`config.mk`:
```
export PLATFORM = sky130hd
export DESIGN_NAME = oven_timer_controller
export DESIGN_NICKNAME = d
export VERILOG_FILES = /design/src/design/otc_pkg.sv /design/src/design/otc_adc_scale.sv /design/src/design/otc_cfg_regs.sv /design/src/design/otc_core.sv /design/src/design/oven_timer_controller.sv
export SDC_FILE = /design/constraint.sdc
export NUM_CORES = 1
export LEC_CHECK = 0
export CORE_MARGIN = 1.5
export CORE_UTILIZATION = 45
export CTS_CLUSTER_SIZE = 10
export DETAILED_ROUTE_END_ITERATION = 7
export DONT_BUFFER_PORTS = 1
export PLACE_DENSITY = 0.64
export SLEW_MARGIN = 20
export SYNTH_ARGS = -nofsm -noshare
export SYNTH_HDL_FRONTEND = slang
export SYNTH_SLANG_ARGS = --single-unit
```
`constraint.sdc`:
```
create_clock -name clk_i -period 7.5 [get_ports clk_i]
set_clock_uncertainty 0.15 [all_clocks]
set_input_delay 2.25 -clock clk_i [delete_from_list [all_inputs] [get_ports clk_i]]
set_output_delay 2.25 -clock clk_i [all_outputs]
set_load 0.02 [all_outputs]
```
`src/design/otc_pkg.sv`:
```
// ----------------------------------------------------------------------------
// otc_pkg
// shared types, codes, constants and helper functions of the oven timer
// ----------------------------------------------------------------------------
package otc_pkg;

  localparam logic [1:0] ST_SETUP  = 2'd0;
  localparam logic [1:0] ST_SELECT = 2'd1;
  localparam logic [1:0] ST_COOK   = 2'd2;
  localparam logic [1:0] ST_RESET  = 2'd3;

  localparam logic [1:0] MODE_BAKE  = 2'd0;
  localparam logic [1:0] MODE_TOAST = 2'd1;
  localparam logic [1:0] MODE_BROIL = 2'd2;

  localparam logic [1:0] KIND_TICK   = 2'd0;
  localparam logic [1:0] KIND_BUTTON = 2'd1;
  localparam logic [1:0] KIND_ADC    = 2'd2;
  localparam logic [1:0] KIND_UNUSED = 2'd3;

  localparam logic [1:0] REG_HOLD_LIMIT = 2'd0;
  localparam logic [1:0] REG_TICKS_SEC  = 2'd1;
  localparam logic [1:0] REG_ADC_FLOOR  = 2'd2;
  localparam logic [1:0] REG_ADC_HYST   = 2'd3;

  localparam int unsigned APB_AW = 4;
  localparam int unsigned APB_DW = 32;

  localparam logic [7:0] RST_HOLD_LIMIT = 8'd5;
  localparam logic [7:0] RST_TICKS_SEC  = 8'd5;
  localparam logic [9:0] RST_ADC_FLOOR  = 10'd5;
  localparam logic [9:0] RST_ADC_HYST   = 10'd3;

  localparam logic [9:0] TEMP_BASE    = 10'd300;
  localparam logic [9:0] TEMP_DEFAULT = 10'd350;
  localparam logic [9:0] TEMP_BROIL   = 10'd500;
  localparam logic [5:0] SEC_MAX      = 6'd59;
  localparam logic [5:0] SEC_DEFAULT  = 6'd1;
  localparam logic [7:0] LED_FULL     = 8'hFF;
  localparam logic [4:0] LED_STEP_MAX = 5'd31;
  localparam logic [8:0] SEC_PER_MIN  = 9'd60;
  localparam logic [9:0] ADC_DIV      = 10'd1023;

  typedef struct packed {
    logic [7:0] hold_limit;
    logic [7:0] ticks_sec;
    logic [9:0] adc_floor;
    logic [9:0] adc_hyst;
  } cfg_t;

  typedef struct packed {
    logic [1:0] kind;
    logic       btn3_down;
    logic       btn3_up;
    logic       btn4_down;
    logic       btn4_up;
    logic [9:0] adc_value;
    logic [7:0] adc_scaled;
  } item_t;

  typedef struct packed {
    logic       bottom_heater;
    logic       top_heater;
    logic [7:0] led_bar;
    logic [9:0] temperature;
    logic [5:0] seconds;
    logic [2:0] minutes;
    logic       temp_selected;
    logic [1:0] oven_mode;
    logic [1:0] oven_state;
  } res_t;

  // floor(v * 255 / 1023): quotient by 1024 is low by at most one
  function automatic logic [7:0] scale_adc(input logic [9:0] v);
    logic [17:0] x;
    logic [7:0]  q0;
    logic [17:0] r;
    x  = {v, 8'b0} - {8'b0, v};
    q0 = x[17:10];
    r  = x - {q0, 10'b0} + {10'b0, q0};
    if (r >= {8'b0, ADC_DIV}) begin
      return q0 + 8'd1;
    end
    return q0;
  endfunction

  // split a count of seconds (up to 255) into minutes and seconds
  function automatic logic [8:0] split_time(input logic [7:0] c);
    logic [2:0] m;
    logic [7:0] s;
    if (c >= 8'd240) begin
      m = 3'd4;
      s = c - 8'd240;
    end else if (c >= 8'd180) begin
      m = 3'd3;
      s = c - 8'd180;
    end else if (c >= 8'd120) begin
      m = 3'd2;
      s = c - 8'd120;
    end else if (c >= 8'd60) begin
      m = 3'd1;
      s = c - 8'd60;
    end else begin
      m = 3'd0;
      s = c;
    end
    return {m, s[5:0]};
  endfunction

endpackage

```
`src/design/otc_adc_scale.sv`:
```
// ----------------------------------------------------------------------------
// otc_adc_scale
// scales a raw 10-bit reading to the 0..255 setting range
// ----------------------------------------------------------------------------
module otc_adc_scale (
  input  logic [9:0] adc_value_i,
  output logic [7:0] adc_scaled_o
);
  import otc_pkg::*;

  assign adc_scaled_o = scale_adc(adc_value_i);

endmodule

```
`src/design/otc_cfg_regs.sv`:
```
// ----------------------------------------------------------------------------
// otc_cfg_regs
// configuration register file behind the apb port
// ----------------------------------------------------------------------------
module otc_cfg_regs (
  input  logic                        clk_i,
  input  logic                        rst_ni,
  input  logic                        psel,
  input  logic                        penable,
  input  logic                        pwrite,
  input  logic [otc_pkg::APB_AW-1:0]  paddr,
  input  logic [otc_pkg::APB_DW-1:0]  pwdata,
  output logic [otc_pkg::APB_DW-1:0]  prdata,
  output logic                        pready,
  output otc_pkg::cfg_t               cfg_o
);
  import otc_pkg::*;

  cfg_t       cfg_q, cfg_d;
  logic [1:0] idx;
  logic       wr_en;

  assign pready = 1'b1;
  assign idx    = paddr[3:2];
  assign wr_en  = psel && penable && pwrite && pready;

  always_comb begin
    cfg_d = cfg_q;
    if (wr_en) begin
      unique case (idx)
        REG_HOLD_LIMIT: cfg_d.hold_limit = pwdata[7:0];
        REG_TICKS_SEC:  cfg_d.ticks_sec  = pwdata[7:0];
        REG_ADC_FLOOR:  cfg_d.adc_floor  = pwdata[9:0];
        REG_ADC_HYST:   cfg_d.adc_hyst   = pwdata[9:0];
      endcase
    end
  end

  always_comb begin
    unique case (idx)
      REG_HOLD_LIMIT: prdata = {24'b0, cfg_q.hold_limit};
      REG_TICKS_SEC:  prdata = {24'b0, cfg_q.ticks_sec};
      REG_ADC_FLOOR:  prdata = {22'b0, cfg_q.adc_floor};
      REG_ADC_HYST:   prdata = {22'b0, cfg_q.adc_hyst};
    endcase
  end

  always_ff @(posedge clk_i or negedge rst_ni) begin
    if (!rst_ni) begin
      cfg_q.hold_limit <= RST_HOLD_LIMIT;
      cfg_q.ticks_sec  <= RST_TICKS_SEC;
      cfg_q.adc_floor  <= RST_ADC_FLOOR;
      cfg_q.adc_hyst   <= RST_ADC_HYST;
    end else begin
      cfg_q <= cfg_d;
    end
  end

  assign cfg_o = cfg_q;

endmodule

```
`src/design/otc_core.sv`:
```
// ----------------------------------------------------------------------------
// otc_core
// oven controller state and its update for one request
// ----------------------------------------------------------------------------
module otc_core (
  input  logic           clk_i,
  input  logic           rst_ni,
  input  otc_pkg::cfg_t  cfg_i,
  input  logic           item_valid_i,
  input  otc_pkg::item_t item_i,
  output otc_pkg::res_t  res_o
);
  import otc_pkg::*;

  logic [1:0]  st_q, st_d;
  logic [1:0]  mode_q, mode_d;
  logic        sel_q, sel_d;
  logic [2:0]  min_q, min_d;
  logic [5:0]  sec_q, sec_d;
  logic [9:0]  temp_q, temp_d;
  logic [7:0]  led_q, led_d;
  logic [4:0]  len_q, len_d;
  logic [4:0]  cnt_q, cnt_d;
  logic [31:0] tick_q, tick_d;
  logic [31:0] mark_q, mark_d;
  logic [7:0]  div_q, div_d;
  logic [9:0]  adc_q, adc_d;
  logic [7:0]  adc_c_q, adc_c_d;
  logic        seen_q, seen_d;

  logic [31:0] held;
  logic        is_long;
  logic [7:0]  div_inc;
  logic [8:0]  total;
  logic [5:0]  len_raw;
  logic [4:0]  len_sat;
  logic [4:0]  cnt_inc;
  logic [9:0]  diff;
  logic        step;
  logic        hot;
  logic [8:0]  ms;

  always_comb begin
    st_d    = st_q;
    mode_d  = mode_q;
    sel_d   = sel_q;
    min_d   = min_q;
    sec_d   = sec_q;
    temp_d  = temp_q;
    led_d   = led_q;
    len_d   = len_q;
    cnt_d   = cnt_q;
    tick_d  = tick_q;
    mark_d  = mark_q;
    div_d   = div_q;
    adc_d   = adc_q;
    adc_c_d = adc_c_q;
    seen_d  = seen_q;
    step    = 1'b0;
    ms      = '0;

    held    = tick_q - mark_q;
    is_long = held >= {24'b0, cfg_i.hold_limit};
    div_inc = div_q + 8'd1;
    total   = {6'b0, min_q} * SEC_PER_MIN + {3'b0, sec_q};
    len_raw = total[8:3];
    len_sat = (len_raw > {1'b0, LED_STEP_MAX}) ? LED_STEP_MAX : len_raw[4:0];
    cnt_inc = cnt_q + 5'd1;
    diff    = (item_i.adc_value > adc_q) ? item_i.adc_value - adc_q
                                         : adc_q - item_i.adc_value;

    if (item_valid_i) begin
      unique case (item_i.kind)
        KIND_TICK: begin
          tick_d = tick_q + 32'd1;
          div_d  = div_inc;
          if (div_inc >= cfg_i.ticks_sec) begin
            div_d = '0;
            if (st_q == ST_COOK) begin
              if (sec_q == '0) begin
                if (min_q == '0) begin
                  st_d   = ST_SETUP;
                  mode_d = MODE_BAKE;
                  sel_d  = 1'b0;
                  min_d  = '0;
                  sec_d  = SEC_DEFAULT;
                  temp_d = TEMP_DEFAULT;
                  led_d  = '0;
                end else begin
                  min_d = min_q - 3'd1;
                  sec_d = SEC_MAX;
                  step  = 1'b1;
                end
              end else begin
                sec_d = sec_q - 6'd1;
                step  = 1'b1;
              end
            end
          end
        end
        KIND_BUTTON: begin
          unique case (st_q)
            ST_SETUP: begin
              priority if (item_i.btn3_down) begin
                mark_d = tick_q;
                st_d   = ST_SELECT;
              end else if (item_i.btn4_down) begin
                mark_d = tick_q;
                led_d  = LED_FULL;
                len_d  = len_sat;
                cnt_d  = '0;
                st_d   = ST_COOK;
              end else begin
              end
            end
            ST_SELECT: begin
              if (item_i.btn3_up) begin
                if (!is_long) begin
                  sel_d = 1'b0;
                  unique case (mode_q)
                    MODE_BAKE:  mode_d = MODE_TOAST;
                    MODE_TOAST: begin
                      mode_d = MODE_BROIL;
                      temp_d = TEMP_BROIL;
                    end
                    default: begin
                      mode_d = MODE_BAKE;
                      temp_d = TEMP_DEFAULT;
                    end
                  endcase
                end else if (mode_q == MODE_BAKE) begin
                  sel_d = !sel_q;
                end
                st_d = ST_SETUP;
              end
            end
            ST_COOK: begin
              if (item_i.btn4_down) begin
                mark_d = tick_q;
                st_d   = ST_RESET;
              end
            end
            ST_RESET: begin
              if (item_i.btn4_up) begin
                if (!is_long) begin
                  st_d = ST_COOK;
                end else begin
                  st_d   = ST_SETUP;
                  mode_d = MODE_BAKE;
                  sel_d  = 1'b0;
                  min_d  = '0;
                  sec_d  = SEC_DEFAULT;
                  temp_d = TEMP_DEFAULT;
                  led_d  = '0;
                end
              end
            end
          endcase
        end
        KIND_ADC: begin
          if (item_i.adc_value > cfg_i.adc_floor && diff > cfg_i.adc_hyst) begin
            adc_d   = item_i.adc_value;
            adc_c_d = item_i.adc_scaled;
            seen_d  = 1'b1;
          end
        end
        KIND_UNUSED: begin
        end
      endcase

      if (step) begin
        cnt_d = cnt_inc;
        if (len_q != '0 && cnt_inc == len_q) begin
          led_d = {led_q[6:0], 1'b0};
          cnt_d = '0;
        end
      end

      if (seen_d && st_d == ST_SETUP) begin
        ms = split_time(adc_c_d);
        if (!sel_d) begin
          min_d = ms[8:6];
          sec_d = ms[5:0];
        end else begin
          temp_d = TEMP_BASE + {2'b0, adc_c_d};
        end
      end
    end
  end

  always_ff @(posedge clk_i or negedge rst_ni) begin
    if (!rst_ni) begin
      st_q    <= ST_SETUP;
      mode_q  <= MODE_BAKE;
      sel_q   <= 1'b0;
      min_q   <= '0;
      sec_q   <= SEC_DEFAULT;
      temp_q  <= TEMP_DEFAULT;
      led_q   <= '0;
      len_q   <= '0;
      cnt_q   <= '0;
      tick_q  <= '0;
      mark_q  <= '0;
      div_q   <= '0;
      adc_q   <= '0;
      adc_c_q <= '0;
      seen_q  <= 1'b0;
    end else begin
      st_q    <= st_d;
      mode_q  <= mode_d;
      sel_q   <= sel_d;
      min_q   <= min_d;
      sec_q   <= sec_d;
      temp_q  <= temp_d;
      led_q   <= led_d;
      len_q   <= len_d;
      cnt_q   <= cnt_d;
      tick_q  <= tick_d;
      mark_q  <= mark_d;
      div_q   <= div_d;
      adc_q   <= adc_d;
      adc_c_q <= adc_c_d;
      seen_q  <= seen_d;
    end
  end

  assign hot = (st_d == ST_COOK) || (st_d == ST_RESET);

  always_comb begin
    res_o.oven_state    = st_d;
    res_o.oven_mode     = mode_d;
    res_o.temp_selected = sel_d;
    res_o.minutes       = min_d;
    res_o.seconds       = sec_d;
    res_o.temperature   = temp_d;
    res_o.led_bar       = led_d;
    res_o.top_heater    = hot && (mode_d == MODE_BAKE || mode_d == MODE_BROIL);
    res_o.bottom_heater = hot && (mode_d == MODE_BAKE || mode_d == MODE_TOAST);
  end

endmodule

```
`src/design/oven_timer_controller.sv`:
```
// ----------------------------------------------------------------------------
// oven_timer_controller
// oven controller driven by tick, button and adc requests over a stream port
// ----------------------------------------------------------------------------
// Every request on the input stream returns exactly one result on the output
// stream, holding the oven settings and heater outputs after that request.
// A request passes through the input register (the adc reading is scaled on
// its way in) and then through the controller update into the output
// register. One request is taken every cycle while the output side keeps
// up; a stalled result blocks input only once both registers are full. The
// user must write registers over apb only while the block is idle; the
// block itself does not enforce this.
// ----------------------------------------------------------------------------
module oven_timer_controller (
  input  logic                        clk_i,
  input  logic                        rst_ni,
  input  logic                        psel,
  input  logic                        penable,
  input  logic                        pwrite,
  input  logic [otc_pkg::APB_AW-1:0]  paddr,
  input  logic [otc_pkg::APB_DW-1:0]  pwdata,
  output logic [otc_pkg::APB_DW-1:0]  prdata,
  output logic                        pready,
  input  logic                        s_axis_tvalid,
  output logic                        s_axis_tready,
  // btn3_down, btn3_up, btn4_down, btn4_up, adc_value[9:0], zero pad
  input  logic [15:0]                 s_axis_tdata,
  // kind[1:0]
  input  logic [1:0]                  s_axis_tuser,
  output logic                        m_axis_tvalid,
  input  logic                        m_axis_tready,
  // oven_state[1:0], oven_mode[1:0], temp_selected, minutes[2:0],
  // seconds[5:0], temperature[9:0], led_bar[7:0], top_heater,
  // bottom_heater, zero pad
  output logic [39:0]                 m_axis_tdata
);
  import otc_pkg::*;

  cfg_t       cfg;
  item_t      in_q, in_d;
  logic       in_valid_q;
  logic       out_valid_q;
  res_t       res;
  res_t       out_q;
  logic       step_en;
  logic       in_take;
  logic [7:0] scaled;

  otc_cfg_regs u_cfg (
    .clk_i   (clk_i),
    .rst_ni  (rst_ni),
    .psel    (psel),
    .penable (penable),
    .pwrite  (pwrite),
    .paddr   (paddr),
    .pwdata  (pwdata),
    .prdata  (prdata),
    .pready  (pready),
    .cfg_o   (cfg)
  );

  otc_adc_scale u_scale (
    .adc_value_i  (s_axis_tdata[13:4]),
    .adc_scaled_o (scaled)
  );

  assign step_en       = in_valid_q && (!out_valid_q || m_axis_tready);
  assign s_axis_tready = !in_valid_q || step_en;
  assign in_take       = s_axis_tvalid && s_axis_tready;

  always_comb begin
    in_d.kind       = s_axis_tuser;
    in_d.btn3_down  = s_axis_tdata[0];
    in_d.btn3_up    = s_axis_tdata[1];
    in_d.btn4_down  = s_axis_tdata[2];
    in_d.btn4_up    = s_axis_tdata[3];
    in_d.adc_value  = s_axis_tdata[13:4];
    in_d.adc_scaled = scaled;
  end

  otc_core u_core (
    .clk_i        (clk_i),
    .rst_ni       (rst_ni),
    .cfg_i        (cfg),
    .item_valid_i (step_en),
    .item_i       (in_q),
    .res_o        (res)
  );

  always_ff @(posedge clk_i or negedge rst_ni) begin
    if (!rst_ni) begin
      in_valid_q  <= 1'b0;
      out_valid_q <= 1'b0;
    end else begin
      if (in_take) begin
        in_valid_q <= 1'b1;
      end else if (step_en) begin
        in_valid_q <= 1'b0;
      end
      if (step_en) begin
        out_valid_q <= 1'b1;
      end else if (m_axis_tready) begin
        out_valid_q <= 1'b0;
      end
    end
  end

  always_ff @(posedge clk_i) begin
    if (in_take) begin
      in_q <= in_d;
    end
    if (step_en) begin
      out_q <= res;
    end
  end

  assign m_axis_tvalid = out_valid_q;
  assign m_axis_tdata  = {6'b0, out_q.bottom_heater, out_q.top_heater, out_q.led_bar,
                          out_q.temperature, out_q.seconds, out_q.minutes,
                          out_q.temp_selected, out_q.oven_mode, out_q.oven_state};

endmodule
```
==> flow_metrics.env <==
export IMPL_synth_edf_count=58
export IMPL_fin_crit_ns=6.985
export IMPL_postCtsSetupRepairBufs=0
export IMPL_clk_path_buf_depth=3
export IMPL_critPathRequiredTime_ns=7.63
export IMPL_ys_seq_area_frac=0.3812
export IMPL_ios=136
export IMPL_rsz0062_at_grt="false"
export IMPL_setup_viol=0
export IMPL_endpoint="m_axis_tdata[13]$_DFFE_PP_"
export IMPL_portBuffers=0
export IMPL_dr_total_vias=12218
export IMPL_drive_gt1_frac=0.08986
export IMPL_dp_final_hpwl_um=27710
export IMPL_cp_common_cell="mux2i_1"
export IMPL_rrSetupSlack_ns=0.52
export IMPL_r2r_cells=35
export IMPL_synth_avg_cell_area_sq_um=9.324
export IMPL_routedWlPerCell_um=17.05
export IMPL_clk_latency_ns=0.55
export IMPL_die_h_um=190.6
export IMPL_clock_sinks=229
export IMPL_routed_wirelength_um=37190
export IMPL_power_leakage_nw=7.573
export IMPL_first_pass_iters=7
export IMPL_async_flop_share=0.7467
export IMPL_post_route_period_util=0.9313
export IMPL_worstHoldPathType="reg -> reg"
export IMPL_netlist_instances=1699
export IMPL_synth_flop_cell="dfrtp_1"
export IMPL_cp_slowest_stage_delay_ns=0.40
export IMPL_grt_max_degree=172
export IMPL_cts_htree_levels=1
export IMPL_ir_drop_mv=0.2329
export IMPL_worst_pin_slew_ns=1.017
export IMPL_crit_arrival_ns=7.11
export IMPL_cts_root_buf="clkbuf_16"
export IMPL_worstSetupStartpointType="flop"
export IMPL_post_route_util=0.4954
export IMPL_power_density_nw_per_um2=374.5
export IMPL_fillers=3282
export IMPL_grt_overflow_total=0
export IMPL_crit_family="compound AO/OA/AOI/OAI gates"
export IMPL_cts_buffers_inserted=29
export IMPL_synth_seq_cells=229
export IMPL_start_util=0.4575
export IMPL_end_kind="flop"
export IMPL_cts_hold_fix_buffers=0
export IMPL_cpMaxStageDelayCell="edfxtp_1"
export IMPL_ys_warn_count=0
export IMPL_crit_buf_inv=6
export IMPL_cts_tree="done"
export IMPL_antenna_found_initial=1
export IMPL_crit_type="reg -> reg"
export IMPL_ys_types=94
export IMPL_path_clk_slew_ns=0.05
export IMPL_path_depth=35
export IMPL_layout_area_seq_sq_um=6040
export IMPL_syn_area_sq_um=15840
export IMPL_grt_usage=0.2073
export IMPL_vias_per_cell=5.602
export IMPL_nets=1907
export IMPL_area_growth_pct=8.293
export IMPL_coreArea_sq_um=34630
export IMPL_cts_resized=0
export IMPL_reg2reg_to="m_axis_tdata[13]$_DFFE_PP_"
export IMPL_final_hold_viol_count=0
export IMPL_timing_hold_ws_ns=0.3523
export IMPL_die_x_um=190.6
export IMPL_rows=68
export IMPL_drc_errors=0
export IMPL_timing_fmax_mhz=143.2
export IMPL_crit_start="in_q[8]$_DFFE_PP_"
export IMPL_power_mw=6.425
export IMPL_multi_input_area_sq_um=8927
export IMPL_drv_cap=0
export IMPL_drv_slew=0
export IMPL_grt_pass1_vias=11749
export IMPL_die_area_sq_um=36340
export IMPL_status="complete, no violations"
export IMPL_grt_pass1_wl_um=61180
export IMPL_ant_nets=0
export IMPL_cp_max_fo=12
export IMPL_gp_congestion=0.9019
export IMPL_reg2reg_from="in_q[8]$_DFFE_PP_"
export IMPL_tns_ns=0
export IMPL_relSlewSlack=0.3192
export IMPL_drt_iter0_markers=721
final cells by class:
| cell class | instances | share of cell area |
|---|---|---|
| diodes | 1 | 0.0001459 |
| clock buffers | 48 | 0.04821 |
| clock inverters | 5 | 0.002917 |
| inverters | 165 | 0.03610 |
| multi-input cells | 1262 | 0.5204 |
| flip-flops and latches | 229 | 0.3521 |
| well taps | 455 | 0.03319 |
| repair buffers | 16 | 0.007002 |
worst min-delay path by stage:
stage                                        startpoint  cells after the start  slack [ns]                       endpoint
after floorplan               u_core.seen_q$_DFFE_PN0P_                      1        0.29      u_core.seen_q$_DFFE_PN0P_
after global routing        u_core.adc_q[9]$_DFFE_PN0P_                      1        0.37    u_core.adc_q[9]$_DFFE_PN0P_
after global placement           in_valid_q$_DFFE_PN0P_                      1        0.33      m_axis_tvalid$_DFFE_PN0P_
after detailed placement  u_core.adc_c_q[3]$_DFFE_PN0P_                      1        0.34  u_core.adc_c_q[3]$_DFFE_PN0P_
after CTS                 u_core.adc_c_q[3]$_DFFE_PN0P_                      1        0.35  u_core.adc_c_q[3]$_DFFE_PN0P_
final                     u_core.adc_c_q[3]$_DFFE_PN0P_                      1        0.35  u_core.adc_c_q[3]$_DFFE_PN0P_
layer usage:
metal	track usage	part of all wire	vias to the layer above	routed length, um
li1	-	-	6023	-
met1	0.2855	0.47	5837	17360
met2	0.3285	0.45	302	16670
met3	0.04527	0.059	56	2194
met4	0.05603	0.026	0	966
met5	0	0	-	0
cells by family after synthesis:
kind of cell	synth area share
muxes	0.05315
xor gates and xnor gates	0.06192
adders and majority gates	0.1163
and+or+nand+nor	0.1501
AOI/OAI and AO/OA	0.1727
DFF	0.3812
buffers and inverters	0.06413
other	0.0004741
metrics by stage:
step	std cells	setup slack (ns)	instance area, sq um
after global placement	2127	0.4638	16250
after CTS	2180	0.3793	17130
after floorplan	1726	0.6478	15940
after global routing	2180	0.01380	17150
after detailed placement	2127	0.4134	16250
final	2181	0.5155	17160
flip-flops by register name, indices dropped and copies added (netlist names):
name / count
u_core.adc_q: 10
u_core.tick_q: 32
u_core.st_q: 2
u_core.div_q: 8
u_core.sec_q: 6
u_core.led_q: 8
u_cfg.cfg_o: 36
u_core.temp_q: 10
u_core.len_q: 5
u_core.min_q: 3
u_core.mode_q: 2
m_axis_tdata: 34
m_axis_tvalid: 1
u_core.adc_c_q: 8
in_q: 24
u_core.cnt_q: 5
u_core.sel_q: 1
in_valid_q: 1
u_core.mark_q: 32
u_core.seen_q: 1
cells in the final DEF (no fill, tap or decap), types with 18 or more instances in the layout:
cell type and n:
o21ai_0 134, nand2_1 170, a21oi_1 104, nand4_1 25
clkbuf_16 29, edfxtp_1 58, dfrtp_1 156, nand3_1 40
mux2_2 41, xnor2_1 72, inv_1 164, a21o_1 22
xor2_1 40, conb_1 29, mux2i_1 19, nand2b_1 19
nor4_1 18, ha_1 135, nor3_1 32, nor2_1 85
power breakdown:
part           switching (mW)  leakage [nW]  internal, mW
sequential              0.286          2.74          1.64
clock                   0.524         0.428         0.777
combinational            1.87          4.41          1.32
total                    2.68          7.57          3.74
worst reg2reg max path, delay by kind of cell (launching register included):
family	cells	cell delay (ns)
XOR/XNOR	2	0.33
adder cells (fa/ha/maj)	4	1.09
flip-flops	1	0.40
multiplexers	5	0.83
AND/OR/NAND/NOR	2	0.37
buffers and inverters	6	0.84
AO/OA/AOI/OAI	16	2.73
synth_stat cells (14+ instances only):
master | n | area [sq um]
inv_1 | 165 | 619.3
nand4_1 | 25 | 156.4
nor4_1 | 18 | 112.6
mux2_2 | 41 | 461.7
o21a_1 | 14 | 105.1
o21ai_0 | 135 | 675.7
ha_1 | 136 | 1702
mux2i_1 | 20 | 200.2
clkbuf_1 | 25 | 93.84
nand2_1 | 170 | 638.1
dfstp_2 | 15 | 394.1
nor2_1 | 85 | 319.1
edfxtp_1 | 58 | 1742
nor2b_1 | 16 | 100.1
a21oi_1 | 104 | 520.5
a21o_1 | 22 | 165.2
xor2_1 | 40 | 350.3
buf_4 | 31 | 232.7
xnor2_1 | 72 | 630.6
dfrtp_1 | 156 | 3904
and3_1 | 16 | 100.1
nand3_1 | 40 | 200.2
nand2b_1 | 19 | 118.9
nor3_1 | 34 | 170.2
(Power assumes the default switching activity.)
